$ cat src/hdl/ffac_pkg.sv
// ----------------------------------------------------------------------------
// ffac_pkg
// Shared widths, status codes and the command and status bundles between the
// allocator controller and its datapath.
// ----------------------------------------------------------------------------
package ffac_pkg;

  localparam int ADDR_BITS  = 16;
  localparam int SIZE_BITS  = ADDR_BITS + 1;
  localparam int MAX_ALLOCS = 32;
  localparam int NREG       = MAX_ALLOCS + 1;
  localparam int IDX_BITS   = $clog2(NREG + 1);
  localparam int SLOT_BITS  = $clog2(MAX_ALLOCS);

  localparam logic [SIZE_BITS-1:0] POOL_LIMIT = SIZE_BITS'(1) << ADDR_BITS;

  localparam logic [1:0] ST_OK      = 2'd0;
  localparam logic [1:0] ST_NOFIT   = 2'd1;
  localparam logic [1:0] ST_UNKNOWN = 2'd2;
  localparam logic [1:0] ST_FULL    = 2'd3;

  localparam logic CMD_ALLOC = 1'b0;
  localparam logic CMD_FREE  = 1'b1;

  // free-list write operations
  localparam logic [2:0] FW_TRIM  = 3'd0;
  localparam logic [2:0] FW_SHDN  = 3'd1;
  localparam logic [2:0] FW_SHUP  = 3'd2;
  localparam logic [2:0] FW_MBOTH = 3'd3;
  localparam logic [2:0] FW_MPREV = 3'd4;
  localparam logic [2:0] FW_MNEXT = 3'd5;
  localparam logic [2:0] FW_INS   = 3'd6;
  localparam logic [2:0] FW_INIT  = 3'd7;

  // free-list read address selects
  localparam logic [1:0] FR_CUR  = 2'd0;
  localparam logic [1:0] FR_NEXT = 2'd1;
  localparam logic [1:0] FR_SLOT = 2'd2;

  typedef struct packed {
    logic [ADDR_BITS-1:0] start;
    logic [SIZE_BITS-1:0] size;
  } region_t;

  typedef struct packed {
    logic       take;
    logic       fr_en;
    logic [1:0] fr_sel;
    logic       fw_en;
    logic [2:0] fw_op;
    logic       ar_en;
    logic       aw_en;
    logic       a_clr;
    logic       idx_inc;
    logic       slot_inc;
    logic       slot_dec;
    logic       slot_cnt;
    logic       keep_s;
    logic       keep_prev;
    logic       keep_next;
    logic       keep_alloc;
    logic       cnt_inc;
    logic       cnt_dec;
    logic       res_ld;
    logic [1:0] res_st;
    logic       res_grant;
    logic       emit;
  } ffac_cmd_t;

  typedef struct packed {
    logic is_free;
    logic req_zero;
    logic idx_end;
    logic idx_last;
    logic slot_end;
    logic slot_free;
    logic slot_at_idx;
    logic fit;
    logic exact;
    logic amatch;
    logic after;
    logic join_prev;
    logic join_next;
    logic list_full;
    logic out_free;
  } ffac_stat_t;

endpackage

$ cat src/hdl/first_fit_allocator_coalescing_unit.sv
// Sequence: an allocate scans the free regions for the first that fits, then the
//   table for a free slot, and shifts later regions down when it takes a region
//   whole. A free searches the table, scans the regions for the insert point and
//   shifts later regions up on insert or down after a two-sided merge.
// Throughput: one transaction at a time; the next is taken only once the result is handed on.
// Reset: the initial region is written first, then the unit takes requests.
// ----------------------------------------------------------------------------
// first_fit_allocator_coalescing_unit
// First-fit byte pool allocator with address-ordered, coalescing free list.
// ----------------------------------------------------------------------------
module first_fit_allocator_coalescing_unit (
  input  logic                           clk,
  input  logic                           rst,
  input  logic                           cfg_we,
  input  logic [ffac_pkg::SIZE_BITS-1:0] cfg_wdata,
  input  logic                           in_valid,
  output logic                           in_stall,
  input  logic                           cmd,
  input  logic [ffac_pkg::SIZE_BITS-1:0] request_size,
  input  logic [ffac_pkg::ADDR_BITS-1:0] address,
  output logic                           out_valid,
  input  logic                           out_stall,
  output logic [ffac_pkg::ADDR_BITS-1:0] granted_address,
  output logic [1:0]                     status
);

  ffac_pkg::ffac_cmd_t  dcmd;
  ffac_pkg::ffac_stat_t dstat;

  ffac_ctrl u_ctrl (
    .clk      (clk),
    .rst      (rst),
    .in_valid (in_valid),
    .in_stall (in_stall),
    .stat     (dstat),
    .cmd      (dcmd)
  );

  ffac_dp u_dp (
    .clk             (clk),
    .rst             (rst),
    .cfg_we          (cfg_we),
    .cfg_wdata       (cfg_wdata),
    .cmd_in          (cmd),
    .request_size    (request_size),
    .address         (address),
    .out_valid       (out_valid),
    .out_stall       (out_stall),
    .granted_address (granted_address),
    .status          (status),
    .cmd             (dcmd),
    .stat            (dstat)
  );

endmodule

$ cat src/hdl/ffac_ctrl.sv
// ----------------------------------------------------------------------------
// ffac_ctrl
// Sequencer for allocate and free transactions: scans, table search, list
// shifts and result hand-off, driving the datapath by command bundle.
// ----------------------------------------------------------------------------
module ffac_ctrl (
  input  logic               clk,
  input  logic               rst,
  input  logic               in_valid,
  output logic               in_stall,
  input  ffac_pkg::ffac_stat_t stat,
  output ffac_pkg::ffac_cmd_t  cmd
);

  localparam logic [4:0] S_INIT    = 5'd0;
  localparam logic [4:0] S_IDLE    = 5'd1;
  localparam logic [4:0] S_DISP    = 5'd2;
  localparam logic [4:0] S_A_FCHK  = 5'd3;
  localparam logic [4:0] S_A_FNEXT = 5'd4;
  localparam logic [4:0] S_A_SLOT  = 5'd5;
  localparam logic [4:0] S_R_RD    = 5'd6;
  localparam logic [4:0] S_R_WR    = 5'd7;
  localparam logic [4:0] S_F_AWAIT = 5'd8;
  localparam logic [4:0] S_F_ANEXT = 5'd9;
  localparam logic [4:0] S_F_POS   = 5'd10;
  localparam logic [4:0] S_F_PCHK  = 5'd11;
  localparam logic [4:0] S_F_DEC   = 5'd12;
  localparam logic [4:0] S_U_CHK   = 5'd13;
  localparam logic [4:0] S_U_WR    = 5'd14;
  localparam logic [4:0] S_EMIT    = 5'd15;

  logic [4:0] state;
  logic [4:0] state_next;

  always_ff @(posedge clk) begin
    if (rst) begin
      state <= S_INIT;
    end else begin
      state <= state_next;
    end
  end

  assign in_stall = (state != S_IDLE);

  always_comb begin
    cmd        = '0;
    state_next = state;
    case (state)
      S_INIT: begin
        cmd.fw_en  = 1'b1;
        cmd.fw_op  = ffac_pkg::FW_INIT;
        state_next = S_IDLE;
      end
      S_IDLE: begin
        if (in_valid) begin
          cmd.take   = 1'b1;
          state_next = S_DISP;
        end
      end
      S_DISP: begin
        if (stat.is_free) begin
          cmd.ar_en  = 1'b1;
          state_next = S_F_AWAIT;
        end else if (stat.req_zero || stat.idx_end) begin
          cmd.res_ld = 1'b1;
          cmd.res_st = ffac_pkg::ST_NOFIT;
          state_next = S_EMIT;
        end else begin
          cmd.fr_en  = 1'b1;
          cmd.fr_sel = ffac_pkg::FR_CUR;
          state_next = S_A_FCHK;
        end
      end
      S_A_FCHK: begin
        if (stat.fit) begin
          cmd.keep_s = 1'b1;
          state_next = S_A_SLOT;
        end else begin
          cmd.idx_inc = 1'b1;
          state_next  = S_A_FNEXT;
        end
      end
      S_A_FNEXT: begin
        if (stat.idx_end) begin
          cmd.res_ld = 1'b1;
          cmd.res_st = ffac_pkg::ST_NOFIT;
          state_next = S_EMIT;
        end else begin
          cmd.fr_en  = 1'b1;
          cmd.fr_sel = ffac_pkg::FR_CUR;
          state_next = S_A_FCHK;
        end
      end
      S_A_SLOT: begin
        if (stat.slot_end) begin
          cmd.res_ld = 1'b1;
          cmd.res_st = ffac_pkg::ST_FULL;
          state_next = S_EMIT;
        end else if (stat.slot_free) begin
          cmd.aw_en     = 1'b1;
          cmd.res_ld    = 1'b1;
          cmd.res_st    = ffac_pkg::ST_OK;
          cmd.res_grant = 1'b1;
          if (stat.exact) begin
            state_next = S_R_RD;
          end else begin
            cmd.fw_en  = 1'b1;
            cmd.fw_op  = ffac_pkg::FW_TRIM;
            state_next = S_EMIT;
          end
        end else begin
          cmd.slot_inc = 1'b1;
        end
      end
      S_R_RD: begin
        if (stat.idx_last) begin
          cmd.cnt_dec = 1'b1;
          state_next  = S_EMIT;
        end else begin
          cmd.fr_en  = 1'b1;
          cmd.fr_sel = ffac_pkg::FR_NEXT;
          state_next = S_R_WR;
        end
      end
      S_R_WR: begin
        cmd.fw_en   = 1'b1;
        cmd.fw_op   = ffac_pkg::FW_SHDN;
        cmd.idx_inc = 1'b1;
        state_next  = S_R_RD;
      end
      S_F_AWAIT: begin
        if (stat.amatch) begin
          cmd.keep_alloc = 1'b1;
          state_next     = S_F_POS;
        end else begin
          cmd.slot_inc = 1'b1;
          state_next   = S_F_ANEXT;
        end
      end
      S_F_ANEXT: begin
        if (stat.slot_end) begin
          cmd.res_ld = 1'b1;
          cmd.res_st = ffac_pkg::ST_UNKNOWN;
          state_next = S_EMIT;
        end else begin
          cmd.ar_en  = 1'b1;
          state_next = S_F_AWAIT;
        end
      end
      S_F_POS: begin
        if (stat.idx_end) begin
          state_next = S_F_DEC;
        end else begin
          cmd.fr_en  = 1'b1;
          cmd.fr_sel = ffac_pkg::FR_CUR;
          state_next = S_F_PCHK;
        end
      end
      S_F_PCHK: begin
        if (stat.after) begin
          cmd.keep_next = 1'b1;
          state_next    = S_F_DEC;
        end else begin
          cmd.keep_prev = 1'b1;
          cmd.idx_inc   = 1'b1;
          state_next    = S_F_POS;
        end
      end
      S_F_DEC: begin
        if (!stat.join_prev && !stat.join_next && stat.list_full) begin
          cmd.res_ld = 1'b1;
          cmd.res_st = ffac_pkg::ST_FULL;
          state_next = S_EMIT;
        end else begin
          cmd.a_clr  = 1'b1;
          cmd.res_ld = 1'b1;
          cmd.res_st = ffac_pkg::ST_OK;
          if (stat.join_prev && stat.join_next) begin
            cmd.fw_en  = 1'b1;
            cmd.fw_op  = ffac_pkg::FW_MBOTH;
            state_next = S_R_RD;
          end else if (stat.join_prev) begin
            cmd.fw_en  = 1'b1;
            cmd.fw_op  = ffac_pkg::FW_MPREV;
            state_next = S_EMIT;
          end else if (stat.join_next) begin
            cmd.fw_en  = 1'b1;
            cmd.fw_op  = ffac_pkg::FW_MNEXT;
            state_next = S_EMIT;
          end else begin
            cmd.slot_cnt = 1'b1;
            state_next   = S_U_CHK;
          end
        end
      end
      S_U_CHK: begin
        if (stat.slot_at_idx) begin
          cmd.fw_en   = 1'b1;
          cmd.fw_op   = ffac_pkg::FW_INS;
          cmd.cnt_inc = 1'b1;
          state_next  = S_EMIT;
        end else begin
          cmd.fr_en  = 1'b1;
          cmd.fr_sel = ffac_pkg::FR_SLOT;
          state_next = S_U_WR;
        end
      end
      S_U_WR: begin
        cmd.fw_en    = 1'b1;
        cmd.fw_op    = ffac_pkg::FW_SHUP;
        cmd.slot_dec = 1'b1;
        state_next   = S_U_CHK;
      end
      S_EMIT: begin
        if (stat.out_free) begin
          cmd.emit   = 1'b1;
          state_next = S_IDLE;
        end
      end
      default: begin
        state_next = S_IDLE;
      end
    endcase
  end

endmodule

$ cat src/hdl/ffac_dp.sv
// ----------------------------------------------------------------------------
// ffac_dp
// Datapath: free-region memory, allocation table memory with valid bits,
// index counters, operand registers and the result register.
// ----------------------------------------------------------------------------
module ffac_dp (
  input  logic                              clk,
  input  logic                              rst,
  input  logic                              cfg_we,
  input  logic [ffac_pkg::SIZE_BITS-1:0]    cfg_wdata,
  input  logic                              cmd_in,
  input  logic [ffac_pkg::SIZE_BITS-1:0]    request_size,
  input  logic [ffac_pkg::ADDR_BITS-1:0]    address,
  output logic                              out_valid,
  input  logic                              out_stall,
  output logic [ffac_pkg::ADDR_BITS-1:0]    granted_address,
  output logic [1:0]                        status,
  input  ffac_pkg::ffac_cmd_t               cmd,
  output ffac_pkg::ffac_stat_t              stat
);

  localparam int IW = ffac_pkg::IDX_BITS;
  localparam int AW = ffac_pkg::ADDR_BITS;
  localparam int ZW = ffac_pkg::SIZE_BITS;

  ffac_pkg::region_t fmem [ffac_pkg::NREG];
  ffac_pkg::region_t amem [ffac_pkg::MAX_ALLOCS];
  logic [ffac_pkg::MAX_ALLOCS-1:0] valid;

  ffac_pkg::region_t rd;
  ffac_pkg::region_t ard;
  logic [IW-1:0] idx;
  logic [IW-1:0] slot;
  logic [IW-1:0] count;
  logic [ZW-1:0] pool;
  logic          op;
  logic [AW-1:0] addr;
  logic [AW-1:0] s;
  logic [ZW-1:0] z;
  logic [AW-1:0] pst;
  logic [ZW-1:0] psz;
  logic [AW-1:0] nst;
  logic [ZW-1:0] nsz;
  logic [1:0]    pend_st;
  logic [AW-1:0] pend_grant;

  logic [ZW-1:0]                cfg_sat;
  logic [IW-1:0]                fr_addr;
  logic [IW-1:0]                fw_addr;
  ffac_pkg::region_t            fw_data;
  logic                         fw_go;
  logic [ffac_pkg::SLOT_BITS-1:0] aslot;

  assign aslot   = slot[ffac_pkg::SLOT_BITS-1:0];
  assign cfg_sat = (cfg_wdata > ffac_pkg::POOL_LIMIT) ? ffac_pkg::POOL_LIMIT : cfg_wdata;

  always_comb begin
    case (cmd.fr_sel)
      ffac_pkg::FR_NEXT: fr_addr = idx + IW'(1);
      ffac_pkg::FR_SLOT: fr_addr = slot - IW'(1);
      default:           fr_addr = idx;
    endcase
  end

  always_comb begin
    fw_go   = cmd.fw_en || cfg_we;
    fw_addr = idx;
    fw_data = rd;
    if (cfg_we) begin
      fw_addr = '0;
      fw_data = '{start: '0, size: cfg_sat};
    end else begin
      case (cmd.fw_op)
        ffac_pkg::FW_TRIM: begin
          fw_data = '{start: rd.start + z[AW-1:0], size: rd.size - z};
        end
        ffac_pkg::FW_SHDN: begin
          fw_data = rd;
        end
        ffac_pkg::FW_SHUP: begin
          fw_addr = slot;
          fw_data = rd;
        end
        ffac_pkg::FW_MBOTH: begin
          fw_addr = idx - IW'(1);
          fw_data = '{start: pst, size: psz + z + nsz};
        end
        ffac_pkg::FW_MPREV: begin
          fw_addr = idx - IW'(1);
          fw_data = '{start: pst, size: psz + z};
        end
        ffac_pkg::FW_MNEXT: begin
          fw_data = '{start: s, size: nsz + z};
        end
        ffac_pkg::FW_INS: begin
          fw_data = '{start: s, size: z};
        end
        default: begin
          fw_addr = '0;
          fw_data = '{start: '0, size: pool};
        end
      endcase
    end
  end

  always_ff @(posedge clk) begin
    if (fw_go) begin
      fmem[fw_addr] <= fw_data;
    end
    if (cmd.fr_en) begin
      rd <= fmem[fr_addr];
    end
    if (cmd.aw_en) begin
      amem[aslot] <= '{start: s, size: z};
    end
    if (cmd.ar_en) begin
      ard <= amem[aslot];
    end
  end

  always_ff @(posedge clk) begin
    if (cmd.take) begin
      op   <= cmd_in;
      z    <= request_size;
      addr <= address;
    end else if (cmd.keep_alloc) begin
      s <= ard.start;
      z <= ard.size;
    end else if (cmd.keep_s) begin
      s <= rd.start;
    end
    if (cmd.keep_prev) begin
      pst <= rd.start;
      psz <= rd.size;
    end
    if (cmd.keep_next) begin
      nst <= rd.start;
      nsz <= rd.size;
    end
    if (cmd.res_ld) begin
      pend_st    <= cmd.res_st;
      pend_grant <= cmd.res_grant ? s : '0;
    end
    if (cmd.emit) begin
      status          <= pend_st;
      granted_address <= pend_grant;
    end
  end

  always_ff @(posedge clk) begin
    if (rst) begin
      idx       <= '0;
      slot      <= '0;
      count     <= IW'(1);
      pool      <= ffac_pkg::POOL_LIMIT;
      valid     <= '0;
      out_valid <= 1'b0;
    end else begin
      if (cmd.take) begin
        idx  <= '0;
        slot <= '0;
      end else begin
        if (cmd.idx_inc) begin
          idx <= idx + IW'(1);
        end
        if (cmd.slot_inc) begin
          slot <= slot + IW'(1);
        end else if (cmd.slot_dec) begin
          slot <= slot - IW'(1);
        end else if (cmd.slot_cnt) begin
          slot <= count;
        end
      end
      if (cfg_we) begin
        pool  <= cfg_sat;
        count <= (cfg_sat != '0) ? IW'(1) : '0;
        valid <= '0;
      end else begin
        if (cmd.cnt_inc) begin
          count <= count + IW'(1);
        end else if (cmd.cnt_dec) begin
          count <= count - IW'(1);
        end
        if (cmd.aw_en) begin
          valid[aslot] <= 1'b1;
        end else if (cmd.a_clr) begin
          valid[aslot] <= 1'b0;
        end
      end
      if (cmd.emit) begin
        out_valid <= 1'b1;
      end else if (!out_stall) begin
        out_valid <= 1'b0;
      end
    end
  end

  always_comb begin
    stat.is_free     = (op == ffac_pkg::CMD_FREE);
    stat.req_zero    = (z == '0);
    stat.idx_end     = (idx >= count);
    stat.idx_last    = ({1'b0, idx} + (IW + 1)'(1)) >= {1'b0, count};
    stat.slot_end    = (slot == IW'(ffac_pkg::MAX_ALLOCS));
    stat.slot_free   = !valid[aslot];
    stat.slot_at_idx = (slot == idx);
    stat.fit         = (rd.size >= z);
    stat.exact       = (rd.size == z);
    stat.amatch      = valid[aslot] && (ard.start == addr);
    stat.after       = (rd.start > s);
    stat.join_prev   = (idx != '0) && (({1'b0, pst} + psz) == {1'b0, s});
    stat.join_next   = (idx < count) && (({1'b0, s} + z) == {1'b0, nst});
    stat.list_full   = (count >= IW'(ffac_pkg::NREG));
    stat.out_free    = !out_valid || !out_stall;
  end

endmodule

$ cat config.mk
export PLATFORM = sky130hd
export DESIGN_NAME = first_fit_allocator_coalescing_unit
export DESIGN_NICKNAME = d
export VERILOG_FILES = /design/src/hdl/ffac_pkg.sv /design/src/hdl/first_fit_allocator_coalescing_unit.sv /design/src/hdl/ffac_ctrl.sv /design/src/hdl/ffac_dp.sv
export SDC_FILE = /design/constraint.sdc
export NUM_CORES = 2
export LEC_CHECK = 0
export BUFFER_PORTS_ARGS = -buffer_cell sky130_fd_sc_hd__buf_4
export CORE_MARGIN = 1
export CORE_UTILIZATION = 30
export CTS_CLUSTER_DIAMETER = 60
export CTS_CLUSTER_SIZE = 25
export DETAILED_ROUTE_END_ITERATION = 12
export PLACE_DENSITY_LB_ADDON = 0.3
export SETUP_SLACK_MARGIN = 0.1
export SYNTH_ARGS = -nofsm -noshare
export SYNTH_HDL_FRONTEND = slang
export SYNTH_SLANG_ARGS = --single-unit
$ cat constraint.sdc
create_clock -name clk -period 24.9 [get_ports clk]
set_input_delay 4.98 -clock clk [delete_from_list [all_inputs] [get_ports clk]]
set_output_delay 4.98 -clock clk [all_outputs]
set_load 0.01 [all_outputs]
==> results.sh <==
export IMPL_status="finished, final reports clean"
export IMPL_chipHeight_um=579
export IMPL_wl_per_cell_um=29.8
export IMPL_peakVddDrop_uv=43.7
export IMPL_synth_seq_cells=2435
export IMPL_holdCritPathClass="reg -> reg"
export IMPL_netlist_instances=5463
export IMPL_cts_setup_buffers=0
export IMPL_die_w_um=579
export IMPL_gp_congestion=0.876
export IMPL_endpoint_kind="register"
export IMPL_drc_errors=0
export IMPL_critPathMaxFanout=39
export IMPL_initial_core_util_pct=30.2
export IMPL_drive_gt1_share_pct=22.3
export IMPL_ys_async_sr_fraction_pct=0
export IMPL_drt_pass1_iter_count=7
export IMPL_final_max_slew_viol_count=0
export IMPL_rsz0062_at_grt="false"
export IMPL_finalSetupViolations=0
export IMPL_synthFlopType="edfxtp_1"
export IMPL_fin_crit_sh_pct=39.4
export IMPL_grt_max_degree=133
export IMPL_power_density_nw_per_um2=71.9
export IMPL_io_pins=76
export IMPL_power_leakage_nw=35.0
export IMPL_h_tree_depth=4
export IMPL_total_power_mw=8.11
export IMPL_cpMaxStageDelayCell="a22oi_2"
export IMPL_row_count=211
export IMPL_finalHoldViolCount=0
export IMPL_slew_headroom_pct=9.02
export IMPL_max_freq_mhz=102
export IMPL_worst_setup_path_start_kind="register"
export IMPL_required_ns=25.60
export IMPL_critical_path_max_stage_delay_ns=0.65
export IMPL_cts_buffers_inserted=169
export IMPL_clkLatencyLatePin_ns=0.90
export IMPL_synth_cell_type_count=80
export IMPL_synth_area_um2=99800
export IMPL_gr_total_overflow=0
export IMPL_cts_sinks=2435
export IMPL_hpwl_um=160000
export IMPL_grt_usage_pct=17.7
export IMPL_synth_fp_nets=5667
export IMPL_clk_pin_slew_worst_paths_ns=0.09
export IMPL_synth_seq_area_share_pct=72.6
export IMPL_ant_nets=0
export IMPL_cts_tree="yes"
export IMPL_grt_pass1_wl_um=421000
export IMPL_cts_root_buf="clkbuf_16"
export IMPL_dr_first_iter_drc_count=6523
export IMPL_cts_hold_buf=0
export IMPL_r2r_setup_slack_ns=15.10
export IMPL_worst_pin_slew_ns=1.36
export IMPL_syn2layout_area_growth_pct=13.0
export IMPL_path_class="reg -> reg"
export IMPL_nets=5816
export IMPL_yosys_warnings=0
export IMPL_clock_skew_ns=0.0624
export IMPL_design_core_area_um2=331000
export IMPL_r2r_start="u_dp.z[0]"
export IMPL_syn_mean_instance_area_um2=18.3
export IMPL_vias_per_cell=5.39
export IMPL_grt_pass1_vias=54800
export IMPL_post_cts_resized=0
export IMPL_routed_via_count=54500
export IMPL_numPortBuffers=75
export IMPL_period_needed_ns=9.80
export IMPL_die_area_um2=335000
export IMPL_hold_start="u_dp.pend_grant[11]"
export IMPL_cts_buffer_depth=4
export IMPL_cp_arrival_ns=10.50
export IMPL_cp_startpoint="u_dp.z[0]"
export IMPL_routed_wl_um=301000
export IMPL_synth_edf_count=2363
export IMPL_antenna_found_initial=12
export IMPL_setup_tns_ns=0
export IMPL_maxCapViolations=0
[per-layer routing]
layer | wire length (um) | up-vias | global-route usage [%]
li1 | - | 22600 | -
met1 | 127000 | 29400 | 24.0
met2 | 146000 | 2050 | 29.5
met3 | 18900 | 434 | 2.31
met4 | 9130 | 4 | 5.13
met5 | 27 | - | 0
[layout make-up]
| cell class | instances | area, um^2 |
|---|---|---|
| Antenna cell | 2 | 5.00 |
| Inverter | 112 | 438 |
| Timing Repair Buffer | 265 | 2110 |
| Clock inverter | 117 | 1540 |
| Tap cell | 4366 | 5460 |
| Sequential cell | 2435 | 72400 |
| Fill cell | 31200 | 218000 |
| Clock buffer | 178 | 4350 |
| Multi-Input combinational cell | 2629 | 26500 |
[stage by stage]
step / cell area, um^2 / setup slack (ns) / hold WS, ns / utilization [%] / cells
after CTS: 113000 / 14.61 / 0.431 / 34.1 / 10100
after global placement: 107000 / 14.75 / 0.413 / 32.3 / 9802
after global routing: 113000 / 14.48 / 0.444 / 34.1 / 10100
final: 113000 / 15.10 / 0.429 / 34.1 / 10100
after floorplan: 99800 / 15.41 / 0.400 / - / 5463
after detailed placement: 107000 / 14.67 / 0.410 / 32.3 / 9802
[state kept, by name, summed over array words and instances, names as in the netlist, named ones only]
register / cells
u_ctrl.state: 4
u_dp.addr: 16
u_dp.amem: 1056
u_dp.ard: 33
u_dp.count: 6
u_dp.fmem: 1089
u_dp.granted_address: 16
u_dp.idx: 6
u_dp.nst: 16
u_dp.nsz: 17
u_dp.op: 1
u_dp.out_valid: 1
u_dp.pend_grant: 16
u_dp.pend_st: 2
u_dp.pool: 17
u_dp.pst: 16
u_dp.psz: 17
u_dp.rd: 33
u_dp.s: 16
u_dp.slot: 6
u_dp.status: 2
u_dp.z: 17
[worst max-delay path, delay by kind of cell (launching register included)]
kind            cells  cell delay [ns]
compound gates     13             3.29
simple gates        8             2.08
fa+ha+maj           5             1.66
buf+inv             5             1.30
mux                 2             0.74
flops               1             0.36
xor+xnor            1             0.14
[cell usage after synthesis (29+ instances only)]
cell type | n | share of area [%]
a21oi_1 | 242 | 1.2
clkbuf_1 | 213 | 0.80
a211oi_1 | 78 | 0.59
nand4_1 | 56 | 0.35
mux4_2 | 536 | 12
inv_1 | 111 | 0.42
a311oi_1 | 36 | 0.32
nor2_1 | 200 | 0.75
and3_1 | 29 | 0.18
xor2_1 | 57 | 0.50
edfxtp_1 | 2363 | 71
nor3_1 | 52 | 0.26
dfxtp_1 | 72 | 1.4
nand2_1 | 300 | 1.1
a22oi_1 | 156 | 1.2
nand3_1 | 51 | 0.26
mux2_2 | 49 | 0.55
buf_1 | 70 | 0.26
a21o_1 | 38 | 0.29
xnor2_1 | 94 | 0.83
o21ai_0 | 119 | 0.60
and2_1 | 64 | 0.40
a31oi_1 | 48 | 0.30
ha_1 | 141 | 1.8
[logic make-up (layout without fill, tap and decap cells)]
logic type,count (synthesis),after routing,share of synthesized area [%]
other,0,2,0
xor gates and xnor gates,153,153,1.36
AOI/OAI and AO/OA,868,868,5.80
DFF,2435,2435,72.6
buffers and inverters,399,672,1.51
muxes,597,597,12.8
and+or+nand+nor,863,863,4.08
adders and majority gates,148,148,1.91
[placed cells by master (no fill, tap or decap), types with 37 or more instances in the layout]
cell / n
inv_1: 82
buf_4: 253
and2_1: 63
nand2_1: 299
xnor2_1: 94
clkbuf_16: 173
edfxtp_1: 2363
a22oi_1: 154
nor3_1: 39
dfxtp_1: 70
xor2_1: 57
a21o_1: 37
mux4_2: 536
a211oi_1: 77
nand3_1: 50
ha_1: 141
a31oi_1: 46
mux2_2: 49
o21ai_0: 113
nor2_1: 161
a21oi_1: 233
nand4_1: 56
[final timing paths]
| check | end | cells after the start |
|---|---|---|
| min | u_dp.granted_address[11] | 0 |
| max reg2reg | u_dp.fmem[19][12] | 34 |
| min reg2reg | u_dp.granted_address[11] | 0 |
| max | u_dp.fmem[19][12] | 34 |
[report_power, final]
group	switching [mW]	total [mW]	internal [mW]
combinational	0.336	0.481	0.146
clock	1.59	3.03	1.44
sequential	0.0125	4.60	4.59
total	1.94	8.11	6.17
No activity file was read; power rests on OpenSTA's default activity.
